===== src/design/sbe_ram.sv =====
// ----------------------------------------------------------------------------
// sbe_ram
// Single-port-write, single-port-read synchronous RAM with registered read.
// ----------------------------------------------------------------------------
module sbe_ram #(
	parameter int DEPTH = 64,
	parameter int WIDTH = 16,
	localparam int AW = $clog2(DEPTH)
) (
	input  logic             clk,
	input  logic             we,
	input  logic [AW-1:0]    wa,
	input  logic [WIDTH-1:0] wd,
	input  logic [AW-1:0]    ra,
	output logic [WIDTH-1:0] rdata
);
	logic [WIDTH-1:0] mem [DEPTH];

	always_ff @(posedge clk) begin
		if (we) begin
			mem[wa] <= wd;
		end
		rdata <= mem[ra];
	end
endmodule


===== config.mk =====
export PLATFORM = sky130hd
export DESIGN_NAME = sbe_ram
export DESIGN_NICKNAME = d
export VERILOG_FILES = /design/src/design/sbe_ram.sv
export SDC_FILE = /design/constraint.sdc
export NUM_CORES = 1
export LEC_CHECK = 0
export BUFFER_PORTS_ARGS = -buffer_cell sky130_fd_sc_hd__buf_2
export CAP_MARGIN = 40
export CORE_MARGIN = 10
export CORE_UTILIZATION = 45
export DETAILED_ROUTE_END_ITERATION = 8
export HOLD_SLACK_MARGIN = 0.06
export PLACE_DENSITY = 0.65
export SETUP_SLACK_MARGIN = 0.2
export SLEW_MARGIN = 25
export SYNTH_ARGS = -nofsm -noshare
export SYNTH_HDL_FRONTEND = slang
export SYNTH_SLANG_ARGS = --single-unit

===== constraint.sdc =====
create_clock -name clk -period 2.95 [get_ports clk]
set_clock_uncertainty 0.15 [all_clocks]
set_input_delay 0.1475 -clock clk [delete_from_list [all_inputs] [get_ports clk]]
set_output_delay 0.1475 -clock clk [all_outputs]
set_load 0.02 [all_outputs]

==> key figures <==
Hold path
  – Hold WC Path Type: in -> reg

Synth
  – Sequential share of the synthesized area: 0.776
  – Synth cell types: 43
  – EDFF count, synth: ~1000
  – Syn Area/Cell: 21.9 sq um
  – Gate Count Post-Synth: 1829
  – Ys async rst share: 0
  – Yosys reg bits: 1040
  – Prevailing post-synth register cell: edfxtp_1
  – Mapped Area: 40000 sq um
  – Syn_nets: roughly 1900
  – Yosys Warn Count: 0

Drt
  – Vias: 19600
  – Vias per cell: just under 6
  – First-pass DRT Iterations: 5
  – Post-Route WL: 95600 um
  – WL/cell: 28.7 um
  – Iter 0 DRT Violations: 2405
  – Post-route ant nets: 0
  – Post-route DRC: 0

Power
  – VDD IR max: 476 uV
  – Leakage: 14.9 nW
  – Total chip power: 31.4 mW
  – Pwr/cell area: roughly 680 nW/um^2

Clocking
  – CTS tree: built
  – Post-CTS Repair Setup Buffers: 0
  – Htree depth: 3
  – Clk slew on worst S/H paths: 0.06 ns
  – TritonCTS Buffers: 103
  – Worst skew pair latency: 0.66 ns
  – Clk buf depth: 3
  – Root Buffer: clkbuf_16
  – CTS Hold Bufs: 22
  – Post-cts sizing count: 0
  – Num Clock Sinks: 1040

Place
  – Dpl hpwl: 58800 um
  – Routability cong.: 0.836
  – PortBufs: 45

GRT
  – Grt total ovfl: 0
  – First-pass GRT wire length: 140000 um
  – Vias in the first global route: 20200
  – Grt met3 use: 0.0464
  – Initial antenna violation count: 10
  – GR peak layer: met2
  – Largest net degree at the start of global routing: 65
  – GR Util met1: 0.254
  – GRT met2 Usage: 0.295
  – Total GRT Usage: 0.187

STA
  – Unrepaired setup endpoints after global routing: false
  – Slew at the pin with the worst max-slew slack: 0.785 ns
  – Final period util: 0.768
  – Hold_ws: 0.128 ns
  – Final hold vios: 0
  – Final setup viols: 0
  – Fin. max-slew vios: 0
  – Slew HR: 0.477
  – Setup TNS: 0 ns
  – Tmin final: 2.27 ns
  – Achievable Freq: 0.441 GHz

Final layout
  – Share of cells above drive strength 1: 0.296
  – Most common cell after layout, fill and taps aside: edfxtp_1
  – Fin nets: ~2100
  – Area growth, synth to finish: 15.6%
  – Most frequent cells in the layout: edfxtp_1 (1024), mux4_2 (220), buf_4 (149)

Critical path
  – Critical path data arrival time: around 2.6 ns
  – Worst Path Class, Setup: in -> reg
  – CP required: about 3.3 ns
  – CP startpoint kind: primary input
  – Crit path max fanout: 24
  – Critical Path End Type: flip-flop

Die
  – Die Y-Extent: around 320 um
  – Starting Density: 0.453
  – Full die area: 101000 sq um
  – Num rows: 109
  – Core outline area: 88400 sq um
  – Die Wd: 318 um
  – # IOs: 46

Run
  – Total of max-cap violations: 0

Status
  – Status: finished clean
[path summary, 6_finish.rpt]
path	start	to	slack, ns	cells past startpoint
setup / recovery	ra[4]	rdata[11]	0.68	6
hold / removal	wa[0]	mem[49][5]	0.13	4
setup reg to reg	mem[20][14]	rdata[14]	0.77	6
hold reg to reg	mem[40][13]	rdata[13]	0.72	4
[area by class of cell]
cell class	count	area, sq um
Timing Repair Buffer	237	2020
Fill cell	6754	42100
Clock buffer	121	2770
Sequential cell	1040	31100
Clock inverter	73	727
Antenna cell	6	15.0
Multi-Input combinational cell	685	8250
Tap cell	1165	1460
[report_power, final]
part	internal (mW)	switching, mW
registers	16.4	0.0533
clock network	7.87	5.50
logic	0.643	1.01
total	24.9	6.57
[logic make-up after synthesis]
logic type,count (synthesis),synth area share
and+or+nand+nor,220,0.0265
DFF,1040,0.776
AOI/OAI and AO/OA,129,0.0241
buffers and inverters,104,0.0183
muxes,336,0.155
[flip-flops by register name, indices dropped and copies added (netlist names)]
| name | count |
|---|---|
| mem | 1024 |
| rdata | 16 |
[worst max-delay path, cell delays in order]
cell and delay [ns]:
dlygate4sd3_1 0.56, buf_2 0.46, nor2b_1 0.35, buf_4 0.35, a22oi_1 0.17, a311oi_1 0.53
[through the flow]
stage / area, sq um / setup slack, ns / std cells / utilization
2_1_floorplan: 40000 / 0.618 / 1829 / -
3_3_place_gp: 42500 / 0.296 / 3099 / 0.480
3_5_place_dp: 42500 / 0.217 / 3103 / 0.481
4_1_cts: 46300 / 0.759 / 3319 / 0.523
5_1_grt: 46300 / 0.657 / 3324 / 0.524
6_report: 46300 / 0.684 / 3327 / 0.524
[per-layer routing]
metal	vias up	share of wire	wire length, um
met1	10400	0.39	37800
met2	850	0.48	46000
met3	156	0.097	9310
met5	-	0.00047	45
met4	8	0.027	2560
li1	8177	-	-
[synth_stat cells (all sizes together), types with 6 or more instances]
library cell     n  share of area
a22oi           39         0.0073
a21oi           17         0.0021
nand3           24         0.0030
nor2b           30         0.0047
a221oi          16         0.0035
a22o             6         0.0013
a211o            8         0.0017
clkbuf          27         0.0027
a211oi           8         0.0015
edfxtp        1024           0.77
a31oi            8         0.0012
nand4           12         0.0019
a311oi           8         0.0017
a221o            6         0.0015
dfxtp           16         0.0080
nor2            74         0.0071
o21ai            8         0.0010
mux2            27         0.0076
nand2           60         0.0058
mux2i           85          0.021
buf             77          0.016
mux4           224           0.13
Note: power is estimated with default switching activity, not from simulation.
