### src/design/sbe_pkg.sv
// ----------------------------------------------------------------------------
// sbe_pkg
// Shared widths, opcodes, status and emit codes for the stack bytecode
// executor.
// ----------------------------------------------------------------------------
package sbe_pkg;

	localparam int VALUE_W    = 32;
	localparam int DATA_DEPTH = 1024;
	localparam int DATA_AW    = $clog2(DATA_DEPTH);
	localparam int DEPTH_W    = $clog2(DATA_DEPTH + 1);
	localparam int CALL_DEPTH = 64;
	localparam int CALL_AW    = $clog2(CALL_DEPTH);
	localparam int RDEPTH_W   = $clog2(CALL_DEPTH + 1);
	localparam int VAR_COUNT  = 1024;
	localparam int VAR_AW     = $clog2(VAR_COUNT);
	localparam int LINE_W     = 16;
	localparam int CMD_W      = 8;
	localparam int IMM_W      = 32;
	localparam int VIDX_W     = 16;
	localparam int STATUS_W   = 4;
	localparam int KIND_W     = 3;

	typedef logic [VALUE_W-1:0] value_t;

	localparam logic [CMD_W-1:0] OP_PUSH   = 8'h00;
	localparam logic [CMD_W-1:0] OP_PUSHV  = 8'h01;
	localparam logic [CMD_W-1:0] OP_POPV   = 8'h02;
	localparam logic [CMD_W-1:0] OP_LOCK   = 8'h03;
	localparam logic [CMD_W-1:0] OP_INC    = 8'h04;
	localparam logic [CMD_W-1:0] OP_DEC    = 8'h05;
	localparam logic [CMD_W-1:0] OP_STR    = 8'h06;
	localparam logic [CMD_W-1:0] OP_REPEAT = 8'h07;
	localparam logic [CMD_W-1:0] OP_JUMP   = 8'h08;
	localparam logic [CMD_W-1:0] OP_CALL   = 8'h09;
	localparam logic [CMD_W-1:0] OP_RET    = 8'h0a;
	localparam logic [CMD_W-1:0] OP_JZ     = 8'h0b;
	localparam logic [CMD_W-1:0] OP_DELAY  = 8'h0c;
	localparam logic [CMD_W-1:0] OP_LOGV   = 8'h0d;
	localparam logic [CMD_W-1:0] OP_QUIT   = 8'h0e;
	localparam logic [CMD_W-1:0] OP_LOGC   = 8'h0f;
	localparam logic [CMD_W-1:0] OP_NEG    = 8'h10;
	localparam logic [CMD_W-1:0] OP_POW    = 8'h11;
	localparam logic [CMD_W-1:0] OP_MUL    = 8'h12;
	localparam logic [CMD_W-1:0] OP_DIV    = 8'h13;
	localparam logic [CMD_W-1:0] OP_MOD    = 8'h14;
	localparam logic [CMD_W-1:0] OP_ADD    = 8'h15;
	localparam logic [CMD_W-1:0] OP_SUB    = 8'h16;
	localparam logic [CMD_W-1:0] OP_EQ     = 8'h17;
	localparam logic [CMD_W-1:0] OP_NE     = 8'h18;
	localparam logic [CMD_W-1:0] OP_LE     = 8'h19;
	localparam logic [CMD_W-1:0] OP_GE     = 8'h1a;
	localparam logic [CMD_W-1:0] OP_LT     = 8'h1b;
	localparam logic [CMD_W-1:0] OP_GT     = 8'h1c;
	localparam logic [CMD_W-1:0] OP_NOT    = 8'h1d;
	localparam logic [CMD_W-1:0] OP_LAND   = 8'h1e;
	localparam logic [CMD_W-1:0] OP_LOR    = 8'h1f;
	localparam logic [CMD_W-1:0] OP_BAND   = 8'h20;
	localparam logic [CMD_W-1:0] OP_BOR    = 8'h21;
	localparam logic [CMD_W-1:0] OP_BXOR   = 8'h22;
	localparam logic [CMD_W-1:0] OP_BNOT   = 8'h23;
	localparam logic [CMD_W-1:0] OP_SHL    = 8'h24;
	localparam logic [CMD_W-1:0] OP_ASR    = 8'h25;
	localparam logic [CMD_W-1:0] OP_SQRT   = 8'h26;
	localparam logic [CMD_W-1:0] OP_CONST  = 8'h27;
	localparam logic [CMD_W-1:0] OP_KEY    = 8'h28;
	localparam logic [CMD_W-1:0] OP_DDEL   = 8'h29;
	localparam logic [CMD_W-1:0] OP_SDEL   = 8'h2a;
	localparam logic [CMD_W-1:0] OP_TYPED  = 8'h2b;
	localparam logic [CMD_W-1:0] OP_TYPES  = 8'h2c;
	localparam logic [CMD_W-1:0] OP_ADDC   = 8'h2d;
	localparam logic [CMD_W-1:0] OP_NL     = 8'h2e;
	localparam logic [CMD_W-1:0] OP_TEXT   = 8'h2f;
	localparam logic [CMD_W-1:0] OP_LINE   = 8'hff;

	localparam logic [STATUS_W-1:0] ST_OK     = 4'd0;
	localparam logic [STATUS_W-1:0] ST_SOVER  = 4'd1;
	localparam logic [STATUS_W-1:0] ST_SUNDER = 4'd2;
	localparam logic [STATUS_W-1:0] ST_VRANGE = 4'd3;
	localparam logic [STATUS_W-1:0] ST_CONST  = 4'd4;
	localparam logic [STATUS_W-1:0] ST_JRANGE = 4'd5;
	localparam logic [STATUS_W-1:0] ST_NEST   = 4'd6;
	localparam logic [STATUS_W-1:0] ST_COVER  = 4'd7;
	localparam logic [STATUS_W-1:0] ST_CUNDER = 4'd8;
	localparam logic [STATUS_W-1:0] ST_BADOP  = 4'd9;
	localparam logic [STATUS_W-1:0] ST_DIVZ   = 4'd10;

	localparam logic [KIND_W-1:0] EK_NONE  = 3'd0;
	localparam logic [KIND_W-1:0] EK_LOGV  = 3'd1;
	localparam logic [KIND_W-1:0] EK_LOGC  = 3'd2;
	localparam logic [KIND_W-1:0] EK_DELAY = 3'd3;
	localparam logic [KIND_W-1:0] EK_KEY   = 3'd4;
	localparam logic [KIND_W-1:0] EK_TYPED = 3'd5;
	localparam logic [KIND_W-1:0] EK_DDEL  = 3'd6;
	localparam logic [KIND_W-1:0] EK_SDEL  = 3'd7;

	localparam logic [2:0] IT_MUL  = 3'd0;
	localparam logic [2:0] IT_POW  = 3'd1;
	localparam logic [2:0] IT_DIV  = 3'd2;
	localparam logic [2:0] IT_MOD  = 3'd3;
	localparam logic [2:0] IT_SQRT = 3'd4;

	typedef struct packed {
		logic       go;
		logic [2:0] op;
	} it_req_t;

endpackage

### src/design/sbe_iter.sv
// ----------------------------------------------------------------------------
// sbe_iter
// Multi-cycle arithmetic unit: multiply, power, signed divide and modulo,
// and integer square root plus one.
// ----------------------------------------------------------------------------
module sbe_iter import sbe_pkg::*; (
	input  logic    clk,
	input  logic    arst_n,
	input  it_req_t req,
	input  value_t  a,
	input  value_t  b,
	output logic    done,
	output value_t  result
);
	localparam logic [1:0] I_IDLE = 2'd0;
	localparam logic [1:0] I_RUN  = 2'd1;
	localparam logic [1:0] I_SIGN = 2'd2;
	localparam logic [1:0] I_DONE = 2'd3;
	localparam int CNT_W = $clog2(VALUE_W);

	logic [1:0]       ist_q;
	logic [2:0]       op_q;
	logic [CNT_W-1:0] cnt_q;
	value_t           rem_q, quo_q, den_q;
	logic             na_q, nb_q, ph_q;
	value_t           pr_q, base_q, exp_q;
	value_t           sx_q, sres_q, sbit_q;
	value_t           res_q;

	logic [VALUE_W:0]     trial, diff;
	value_t               mul_x, mul_y, snext;
	logic [2*VALUE_W-1:0] prod;
	logic [VALUE_W:0]     ssum;
	logic                 sfit;

	always_comb begin
		trial = {rem_q, quo_q[VALUE_W-1]};
		diff  = trial - {1'b0, den_q};
		mul_x = (op_q == IT_POW && !ph_q) ? pr_q : base_q;
		mul_y = (op_q == IT_MUL) ? exp_q : base_q;
		prod  = mul_x * mul_y;
		ssum  = {1'b0, sres_q} + {1'b0, sbit_q};
		sfit  = {1'b0, sx_q} >= ssum;
		snext = sfit ? ((sres_q >> 1) + sbit_q) : (sres_q >> 1);
	end

	always_ff @(posedge clk or negedge arst_n) begin
		if (!arst_n) begin
			ist_q <= I_IDLE;
		end else begin
			case (ist_q)
				I_IDLE: begin
					if (req.go) begin
						ist_q <= (req.op == IT_POW && b[VALUE_W-1]) ? I_DONE : I_RUN;
					end
				end
				I_RUN: begin
					case (op_q)
						IT_MUL: ist_q <= I_DONE;
						IT_POW: begin
							if (!ph_q && exp_q == '0) begin
								ist_q <= I_DONE;
							end
						end
						IT_SQRT: begin
							if (sbit_q[0]) begin
								ist_q <= I_DONE;
							end
						end
						default: begin
							if (cnt_q == CNT_W'(VALUE_W - 1)) begin
								ist_q <= I_SIGN;
							end
						end
					endcase
				end
				I_SIGN: ist_q <= I_DONE;
				default: ist_q <= I_IDLE;
			endcase
		end
	end

	always_ff @(posedge clk) begin
		case (ist_q)
			I_IDLE: begin
				op_q   <= req.op;
				cnt_q  <= '0;
				na_q   <= a[VALUE_W-1];
				nb_q   <= b[VALUE_W-1];
				rem_q  <= '0;
				quo_q  <= a[VALUE_W-1] ? (~a + 1'b1) : a;
				den_q  <= b[VALUE_W-1] ? (~b + 1'b1) : b;
				pr_q   <= value_t'(1);
				base_q <= a;
				exp_q  <= b;
				ph_q   <= 1'b0;
				sx_q   <= a;
				sres_q <= '0;
				sbit_q <= value_t'(1) << (VALUE_W - 2);
				res_q  <= '0;
			end
			I_RUN: begin
				case (op_q)
					IT_MUL: res_q <= prod[VALUE_W-1:0];
					IT_POW: begin
						if (!ph_q) begin
							if (exp_q == '0) begin
								res_q <= pr_q;
							end else begin
								if (exp_q[0]) begin
									pr_q <= prod[VALUE_W-1:0];
								end
								ph_q <= 1'b1;
							end
						end else begin
							base_q <= prod[VALUE_W-1:0];
							exp_q  <= exp_q >> 1;
							ph_q   <= 1'b0;
						end
					end
					IT_SQRT: begin
						if (sfit) begin
							sx_q <= sx_q - ssum[VALUE_W-1:0];
						end
						sres_q <= snext;
						sbit_q <= sbit_q >> 2;
						res_q  <= snext + 1'b1;
					end
					default: begin
						if (!diff[VALUE_W]) begin
							rem_q <= diff[VALUE_W-1:0];
							quo_q <= {quo_q[VALUE_W-2:0], 1'b1};
						end else begin
							rem_q <= trial[VALUE_W-1:0];
							quo_q <= {quo_q[VALUE_W-2:0], 1'b0};
						end
						cnt_q <= cnt_q + 1'b1;
					end
				endcase
			end
			I_SIGN: begin
				if (op_q == IT_MOD) begin
					res_q <= na_q ? (~rem_q + 1'b1) : rem_q;
				end else begin
					res_q <= (na_q ^ nb_q) ? (~quo_q + 1'b1) : quo_q;
				end
			end
			default: ;
		endcase
	end

	assign done   = (ist_q == I_DONE);
	assign result = res_q;

	assert property (@(posedge clk) disable iff (!arst_n)
		req.go |-> ist_q == I_IDLE)
		else $error("iterative unit started while busy");
	assert property (@(posedge clk) disable iff (!arst_n)
		ist_q == I_SIGN |-> op_q == IT_DIV || op_q == IT_MOD)
		else $error("sign fix-up on a non-division operation");
	assert property (@(posedge clk) disable iff (!arst_n)
		done |=> ist_q == I_IDLE)
		else $error("done held for more than one cycle");
endmodule

### config.mk
export PLATFORM = sky130hd
export DESIGN_NAME = sbe_iter
export DESIGN_NICKNAME = d
export VERILOG_FILES = /design/src/design/sbe_pkg.sv /design/src/design/sbe_iter.sv
export SDC_FILE = /design/constraint.sdc
export NUM_CORES = 2
export LEC_CHECK = 0
export ABC_AREA = 1
export BUFFER_PORTS_ARGS = -buffer_cell sky130_fd_sc_hd__clkbuf_2
export CAP_MARGIN = 10
export CORE_MARGIN = 4
export CORE_UTILIZATION = 30
export DETAILED_ROUTE_END_ITERATION = 10
export GPL_ROUTABILITY_DRIVEN = 0
export GPL_TIMING_DRIVEN = 0
export PLACE_DENSITY = 0.47
export SLEW_MARGIN = 20
export SYNTH_ARGS = -nofsm -noshare
export SYNTH_HDL_FRONTEND = slang
export SYNTH_SLANG_ARGS = --single-unit
### constraint.sdc
create_clock -name clk -period 18.21 [get_ports clk]
set_input_delay 2.7315 -clock clk [delete_from_list [all_inputs] [get_ports clk]]
set_output_delay 2.7315 -clock clk [all_outputs]
set_load 0.02 [all_outputs]
==> metrics.cfg <==
[status]
outcome=finished, final reports clean

[timing]
clock.fmax_ghz=0.0982
tightest_slew_ns=1.18
post-route-period-util_pct=55.9
setup_viol=0
rsz0062_at_grt=false
worst_slack_ns=8.02
period_needed_ns=10.19
slew_headroom_pct=21.0
maxSlewViolCount=0
hold_viol_final=0
setup_tns_ns=0
skew_ns=0.0203

[drt]
dr.pass1.iters=6
dr.first_iter.drc_count=3296
wirelength_mm=161
vias=36600
route.detailed.drc=0
via_per_inst=5.05
routedWlPerCell_um=22.2
ant_nets=0

[yosys]
syn-num-nets=6006
synth_top_area_share_pct=23.5
synth_seq_cells=317
yosysTopAreaCell=edfxtp_1
synthTopCellsByArea=edfxtp_1, fa_1, nand2_1
mappedNetlistArea_um2=40300
synthCells=5294
postSynth.asyncResetShare_pct=0.631
ys_types=66
ys_warn_count=0
synth_top_flop_cell=edfxtp_1
synth-edff-count=315
ys_seq_area_share_pct=23.6
avgSynthCellArea_um2=7.61

[placement]
placedCellCount=7176
port_buffers=102
pre_cts_ws_ns=8.16
place_hpwl_mm=134

[worst_setup_path]
crit_type=reg -> reg
crit_required_ns=18.49
slowest_delay_ns=0.67
end_kind=flop
cpMostUsedCell=fa_1
critPathLaunchType=flop
cpMaxStageDelayCell=clkbuf_1
cp_data_arrival_time_ns=10.47
crit_path_max_fanout=10
ff2ff_setup_slack_ns=8.02

[global_routing]
antenna_found_initial=7
grt-ovfl-total=0
grt_pass1_vias=36300
grt_max_degree=49
grt_pass1_wl_mm=236
grtUsageTotal_pct=22.4

[cts]
clock-sinks=317
htreeDepth=2
post_cts_buffers=0
clock_latency_ns=0.59
cts_resized=0
cts_buffer_depth=3
path_clk_slew_ns=0.08
numCtsBuffers=36
cts_tree=built
hold_buffers=0
cts_root_buffer=clkbuf_16

[final_layout]
syn2layout_area_growth_pct=10.3
drive_gt1_share_pct=6.63
fin_cells=7243
nets=6158
layout_commonest_cell=nand2_1
mostFrequentLayoutCells=nand2_1, inv_1, nor2_1, fa_1, edfxtp_1

[job]
drv_cap=0

[floorplan]
num_rows=134
dieHeight_um=374
die_w_um=374
die_area_um2=140000
io_pins=103
start_util_pct=30.2
coreArea_um2=133000

[worst_hold_path]
hold_path_class=reg -> reg

==> sequential cells by signal, summed over array words and instances, names as in the netlist <==
name,cells
sres_q,32
sx_q,32
rem_q,32
na_q,1
exp_q,32
op_q,3
base_q,32
ist_q,2
den_q,32
pr_q,32
cnt_q,5
quo_q,32
result,32
nb_q,1
sbit_q,16
ph_q,1
==> cell families after synthesis <==
| group | share of synthesized area, % |
|---|---|
| adders and majority gates | 27.6 |
| AOI/OAI and AO/OA | 10.5 |
| buffers and inverters | 11.1 |
| and+or+nand+nor | 23.9 |
| muxes | 0.103 |
| DFF | 23.6 |
| xor gates and xnor gates | 3.19 |
==> through the flow <==
step	hold WS, ns	util [%]	area, um^2
global route	0.585	33.3	44400
CTS	0.567	33.3	44400
detailed placement	0.548	32.4	43300
floorplan	0.502	-	40300
finish	0.568	33.3	44500
global placement	0.530	32.2	43000
==> Yosys cell counts (17+ instances only) <==
cell type,n
a21oi_1,249
a31oi_1,22
buf_2,18
clkbuf_1,104
edfxtp_1,315
fa_1,410
ha_1,232
inv_1,977
inv_2,23
nand2_1,1169
nand2_2,39
nand3_1,216
nand3b_1,20
nand4_1,69
nor2_1,597
nor2_2,17
nor3_1,74
nor4_1,17
o21ai_0,275
o21ai_1,39
o21ai_2,17
o22ai_1,36
or2_2,22
xnor2_1,52
xor2_1,93
==> worst max-delay path: cells and delay by family, from the launching register on <==
kind / cells / cell delay (ns)
and+or+nand+nor: 8 / 1.27
buffers and inverters: 7 / 1.88
adders and majority gates: 9 / 3.89
DFF: 1 / 0.51
xor gates and xnor gates: 1 / 0.50
AOI/OAI and AO/OA: 8 / 1.84
==> cell type report <==
type | instances | area (um^2)
antenna | 2 | 5.00
timing repair buffer | 114 | 711
clock inverter | 27 | 263
tap | 1768 | 2210
multi-input combinational | 3819 | 26300
clock buffer | 38 | 930
fill | 14500 | 89000
buffer | 146 | 688
sequential | 317 | 9510
inverter | 1012 | 3800
==> path summary, 6_finish.rpt <==
kind | start | to | cells past startpoint
setup / recovery | op_q[2] | result[27] | 33
hold reg to reg | exp_q[26] | exp_q[25] | 2
min in group asynchronous | arst_n | ist_q[1] | 1
max in group asynchronous | arst_n | ist_q[0] | 1
setup reg to reg | op_q[2] | result[27] | 33
hold / removal | exp_q[26] | exp_q[25] | 2
==> layer usage <==
layer  track usage (%)  up-vias  wire length [um]
met3              2.51      280             10200
li1                  -    17100                 -
met1              30.8    17800             70500
met2              36.1     1336             72800
met5                 0        -                60
met4              8.88        8              7330
Power is not shown: default switching activity piles up to over one toggle a cycle in this logic, so the estimate is an artifact.
